`config.mk`:
```
export PLATFORM = sky130hd
export DESIGN_NAME = dtcu_mac
export DESIGN_NICKNAME = d
export VERILOG_FILES = /design/src/design/assert_macros.svh /design/src/design/dtcu_pkg.sv /design/src/design/dtcu_mac.sv
export SDC_FILE = /design/constraint.sdc
export NUM_CORES = 2
export LEC_CHECK = 0
export BUFFER_PORTS_ARGS = -buffer_cell sky130_fd_sc_hd__buf_4
export CAP_MARGIN = 20
export CORE_MARGIN = 2
export CORE_UTILIZATION = 50
export CTS_BUF_LIST = sky130_fd_sc_hd__clkbuf_16
export DETAILED_ROUTE_END_ITERATION = 7
export GPL_TIMING_DRIVEN = 0
export PLACE_DENSITY = 0.7
export SYNTH_ARGS = -nofsm -noshare
export SYNTH_HDL_FRONTEND = slang
export SYNTH_SLANG_ARGS = --single-unit
```
`constraint.sdc`:
```
create_clock -name i_clk -period 10.25 [get_ports i_clk]
set_input_delay 2.05 -clock i_clk [delete_from_list [all_inputs] [get_ports i_clk]]
set_output_delay 2.05 -clock i_clk [all_outputs]
set_load 0.005 [all_outputs]
```
`src/design/assert_macros.svh`:
```
// Assertion macros shared by the RTL of the depthwise transposed-conv upsampler.
// No dependencies; included by files that carry concurrent assertions.
`ifndef ASSERT_MACROS_SVH
`define ASSERT_MACROS_SVH

// Same-cycle implication, disabled while reset is asserted (active low).
`define ASSERT_NOW(label, clk, rst_n, ante, cons, msg) \
    label: assert property (@(posedge clk) disable iff (!(rst_n)) (ante) |-> (cons)) \
        else $error(msg);

// Next-cycle implication, disabled while reset is asserted (active low).
`define ASSERT_NEXT(label, clk, rst_n, ante, cons, msg) \
    label: assert property (@(posedge clk) disable iff (!(rst_n)) (ante) |=> (cons)) \
        else $error(msg);

`endif

```
`src/design/dtcu_pkg.sv`:
```
// Package for the depthwise transposed-conv upsampler: sizes, codes and types.
// No dependencies; used by the interfaces, dtcu_mac and the top level.
package dtcu_pkg;

    // Geometry
    localparam int STRIDE    = 16;
    localparam int CHANNELS  = 512;
    localparam int KTAPS     = 2 * STRIDE;
    localparam int PH_W      = $clog2(STRIDE);
    localparam int CH_W      = 9;
    localparam int TAP_W     = 5;
    localparam int MODE_W    = 2;
    localparam int ENT_DEPTH = CHANNELS * STRIDE;
    localparam int ENT_AW    = $clog2(ENT_DEPTH);

    // Arithmetic widths
    localparam int SMP_W  = 16;
    localparam int PROD_W = 2 * SMP_W;
    localparam int RND_SH = 15;
    localparam int OVL_W  = 18;
    localparam int ACC_W  = 20;

    // Request kinds
    typedef enum logic [MODE_W-1:0] {
        MODE_SAMPLE    = 2'd0,
        MODE_LOAD_TAP  = 2'd1,
        MODE_LOAD_BIAS = 2'd2
    } t_mode;

    // Sequencer states
    typedef enum logic [1:0] {
        ST_CLEAR = 2'd0,
        ST_IDLE  = 2'd1,
        ST_RUN   = 2'd2
    } t_state;

    // Bookkeeping that travels with each output beat
    typedef struct packed {
        logic [CH_W-1:0] ch;
        logic [PH_W-1:0] ph;
        logic            last;
    } t_beat;

    // Operands handed to the multiply/accumulate stage
    typedef struct packed {
        logic signed [SMP_W-1:0] val;
        logic signed [SMP_W-1:0] head;
        logic signed [SMP_W-1:0] tail;
        logic signed [OVL_W-1:0] ovl;
        logic signed [SMP_W-1:0] bias;
    } t_ops;

    // Results of the multiply/accumulate stage
    typedef struct packed {
        logic signed [SMP_W-1:0] y;
        logic signed [OVL_W-1:0] ovl;
    } t_res;

endpackage

```
`src/design/dtcu_mac.sv`:
```
// Multiply and overlap-add stage: two products per beat, rounding, sum, saturation.
// Depends on dtcu_pkg (t_ops, t_res, widths).
module dtcu_mac (
    input  logic            i_clk,
    input  logic            i_adv,
    input  dtcu_pkg::t_ops  i_ops,
    output dtcu_pkg::t_res  o_res
);

    logic signed [dtcu_pkg::PROD_W-1:0] r_head_p;
    logic signed [dtcu_pkg::PROD_W-1:0] r_tail_p;
    logic signed [dtcu_pkg::OVL_W-1:0]  r_ovl;
    logic signed [dtcu_pkg::SMP_W-1:0]  r_bias;

    logic signed [dtcu_pkg::PROD_W:0]   head_sum;
    logic signed [dtcu_pkg::PROD_W:0]   tail_sum;
    logic signed [dtcu_pkg::OVL_W-1:0]  head_r;
    logic signed [dtcu_pkg::ACC_W-1:0]  acc;
    logic signed [dtcu_pkg::SMP_W-1:0]  y_sat;

    localparam logic signed [dtcu_pkg::PROD_W:0] RND_HALF =
        (dtcu_pkg::PROD_W+1)'(1) <<< (dtcu_pkg::RND_SH - 1);
    localparam logic signed [dtcu_pkg::ACC_W-1:0] Y_MAX =
        dtcu_pkg::ACC_W'((1 << (dtcu_pkg::SMP_W - 1)) - 1);
    localparam logic signed [dtcu_pkg::ACC_W-1:0] Y_MIN = -Y_MAX - 1;

    // Products registered; operands held while the pipeline is stalled
    always_ff @(posedge i_clk) begin
        if (i_adv) begin
            r_head_p <= $signed(i_ops.val) * $signed(i_ops.head);
            r_tail_p <= $signed(i_ops.val) * $signed(i_ops.tail);
            r_ovl    <= i_ops.ovl;
            r_bias   <= i_ops.bias;
        end
    end

    // Round half up to the sample scale: add half an LSB, keep the upper bits
    assign head_sum = (dtcu_pkg::PROD_W+1)'(r_head_p) + RND_HALF;
    assign tail_sum = (dtcu_pkg::PROD_W+1)'(r_tail_p) + RND_HALF;
    assign head_r   = head_sum[dtcu_pkg::PROD_W:dtcu_pkg::RND_SH];

    // Output = head + stored overlap + bias, saturated to the sample range
    assign acc = dtcu_pkg::ACC_W'(head_r) + dtcu_pkg::ACC_W'(r_ovl)
               + dtcu_pkg::ACC_W'(r_bias);

    always_comb begin
        if (acc > Y_MAX) begin
            y_sat = Y_MAX[dtcu_pkg::SMP_W-1:0];
        end else if (acc < Y_MIN) begin
            y_sat = Y_MIN[dtcu_pkg::SMP_W-1:0];
        end else begin
            y_sat = acc[dtcu_pkg::SMP_W-1:0];
        end
    end

    // Rounded tail spans at most +-2^15, so it always fits the overlap width
    assign o_res = '{y: y_sat, ovl: tail_sum[dtcu_pkg::PROD_W:dtcu_pkg::RND_SH]};

endmodule

```
==> results.cfg <==
[clock_network]
h-tree-depth = 3
post_cts_buffers = 0
cts_made_buffers = 9
clk_path_buf_depth = 2
cts.repair.resized = 0
clock-sinks = 70
holdBufCountCts = 0
root_buffer = clkbuf_16
cts_tree = done
path_clk_slew_ns = 0.08

[die]
start_util_pct = 50.5
core-area_um2 = 45300
die_w_um = 218
num_rows = 78
ios = 118
die-height_um = 218
fp.dieArea_um2 = 47400

[sta]
finalHoldViolations = 0
slew_headroom_pct = 37.7
rsz0062_at_grt = false
slew_viol_final = 0
fin_tns_setup_ns = 0
fin_crit_sh_pct = 84.3
fin_crit_ns = 8.64
finalSetupViolCount = 0
hold_slack_ns = 1.85
worst_pin_slew_ns = 0.935
timing.fmax_mhz = 116

[yosys]
ys_ff_latch = 70
yosysWarnings = 0
synth_top_area_cell = fa_1
yosysSeqAreaShare_pct = 9.20
async_reset_ff_share_pct = 0
yosysUniqueCellTypes = 47
synth_flop_cell = edfxtp_1
syn_area_um2 = 22800
syn_inst = 2376
netlist.area_leader.share_pct = 47.4
syn_nets = 3179
synth_edf_count = 70
synth.area.top_cells = fa_1, inv_1, ha_1
avgSynthCellArea_um2 = 9.62

[final_layout]
utilization_pct = 54.7
diodes = 0
fill_cells = 4095
design_area_um2 = 24800
multi_input_area_um2 = 18200
final-seq-area_um2 = 2100
areaGrowthSynthToFinish_pct = 8.43
nets = 3307
drive_above_1_share_pct = 5.70

[global_routing]
grt_pass1_vias = 18330
grt_pass1_wl_um = 94100
antenna_found_initial = 5
grt_max_degree = 71
grt_usage_pct = 25.6
overflow = 0

[route]
drt_iter0_markers = 801
wirelength_um = 55900
via_per_inst = 5.14
ant_nets = 0
drc = 0
wl_per_cell_um = 18.0
via_count = 15979
drt_pass1_iterations = 5

[min_path]
hp-class = in2reg

[run_status]
outcome = completed

[worst_setup_path]
critPathLaunchType = primary input
cp_max_fo = 10
worstSetupPathType = in2reg
critPathArrivalTime_ns = 8.76
worst_setup_path_end_kind = register
crit_required_ns = 10.37

[placed_design]
port_buffers = 117
dpl_cell_area_um2 = 24500
gp_congestion = 0.946
hpwl_um = 48200

[run]
drv_cap = 0
## cells in the final DEF (no fill, tap or decap), types with 2 or more instances in the layout
cell type	count
o211ai_1	3
nand3_1	27
and3_1	10
o21a_1	8
o21bai_1	4
nor2_1	53
clkinv_4	2
buf_4	117
xnor2_1	74
nand4_1	8
clkbuf_16	9
o41ai_4	2
edfxtp_1	70
nand2_1	267
nor2b_1	7
or2_2	3
o31ai_1	4
and4_1	4
xor2_1	26
o21ai_0	36
a21oi_1	39
inv_1	600
a21o_1	21
clkbuf_1	80
a211oi_1	7
ha_1	178
o21ai_1	8
fa_1	541
and2_1	244
nor3_1	8
a31oi_1	8
nand2b_1	18
## metal layers
layer | up-vias | part of all wire [%] | global-route usage, %
met4 | 6 | 4.2 | 9.68
met1 | 8111 | 41 | 32.5
met2 | 467 | 49 | 44.1
met3 | 138 | 5.8 | 4.31
li1 | 7257 | - | -
met5 | - | 0.073 | 0
## Yosys cell counts (10+ instances only)
cell type and n:
nor2_1 53, fa_1 541, and3_1 10, clkbuf_1 80
xnor2_1 74, inv_1 600, xor2_1 26, ha_1 178
nand2_1 267, edfxtp_1 70, nand2b_1 18, a21o_1 21
a21oi_1 39, nand3_1 27, and2_1 244, o21ai_0 36
## flip-flops by register name, indices dropped and copies added (netlist names)
| name | flops |
|---|---|
| r_ovl | 18 |
| r_tail_p | 18 |
| r_bias | 16 |
| r_head_p | 18 |
## worst max-delay path, cell delays in order
cell and delay, ns:
buf_4 0.16, clkbuf_1 0.66, nand2_1 0.18, fa_1 0.54, fa_1 0.51, fa_1 0.51, inv_1 0.05, fa_1 0.55
fa_1 0.51, inv_1 0.05, fa_1 0.47, inv_1 0.04, ha_1 0.31, o21ai_0 0.16, a21oi_1 0.22, nand3_1 0.16
a211oi_1 0.44, nor2_1 0.17, o31ai_1 0.44, o21ai_0 0.23, nor2b_1 0.19, xnor2_1 0.13
## kinds of logic (layout without fill, tap and decap cells)
group / count (synthesis) / after routing / synth area share (%)
compound gates: 152 / 152 / 4.32
simple gates: 653 / 653 / 14.2
xor+xnor: 100 / 100 / 3.83
flops: 70 / 70 / 9.20
fa+ha+maj: 719 / 719 / 57.2
buf+inv: 682 / 815 / 11.2
## cell type report
type                    instances  area share [%]
inverters                     600            9.09
multi-input cells            1624            73.4
well taps                     600            3.03
clock buffers                   9           0.909
repair buffers                117            3.55
clock inverters                 7           0.293
plain buffers                  82            1.28
flip-flops and latches         70            8.48
## final timing paths
check | from | end | cells after the start
worst max-delay path | i_ops[79] | r_tail_p[30] | 22
worst min-delay path | i_ops[7] | r_bias[7] | 1
## metrics by stage
stage	cells	setup WS, ns
3_3_place_gp	3093	1.32
2_1_floorplan	2376	2.51
3_5_place_dp	3093	1.22
4_1_cts	3109	1.61
6_report	3109	1.61
5_1_grt	3109	1.28
Power is left out: the tool's default activity adds up to more than one toggle a clock period on the data nets, which glitch-free logic cannot reach.
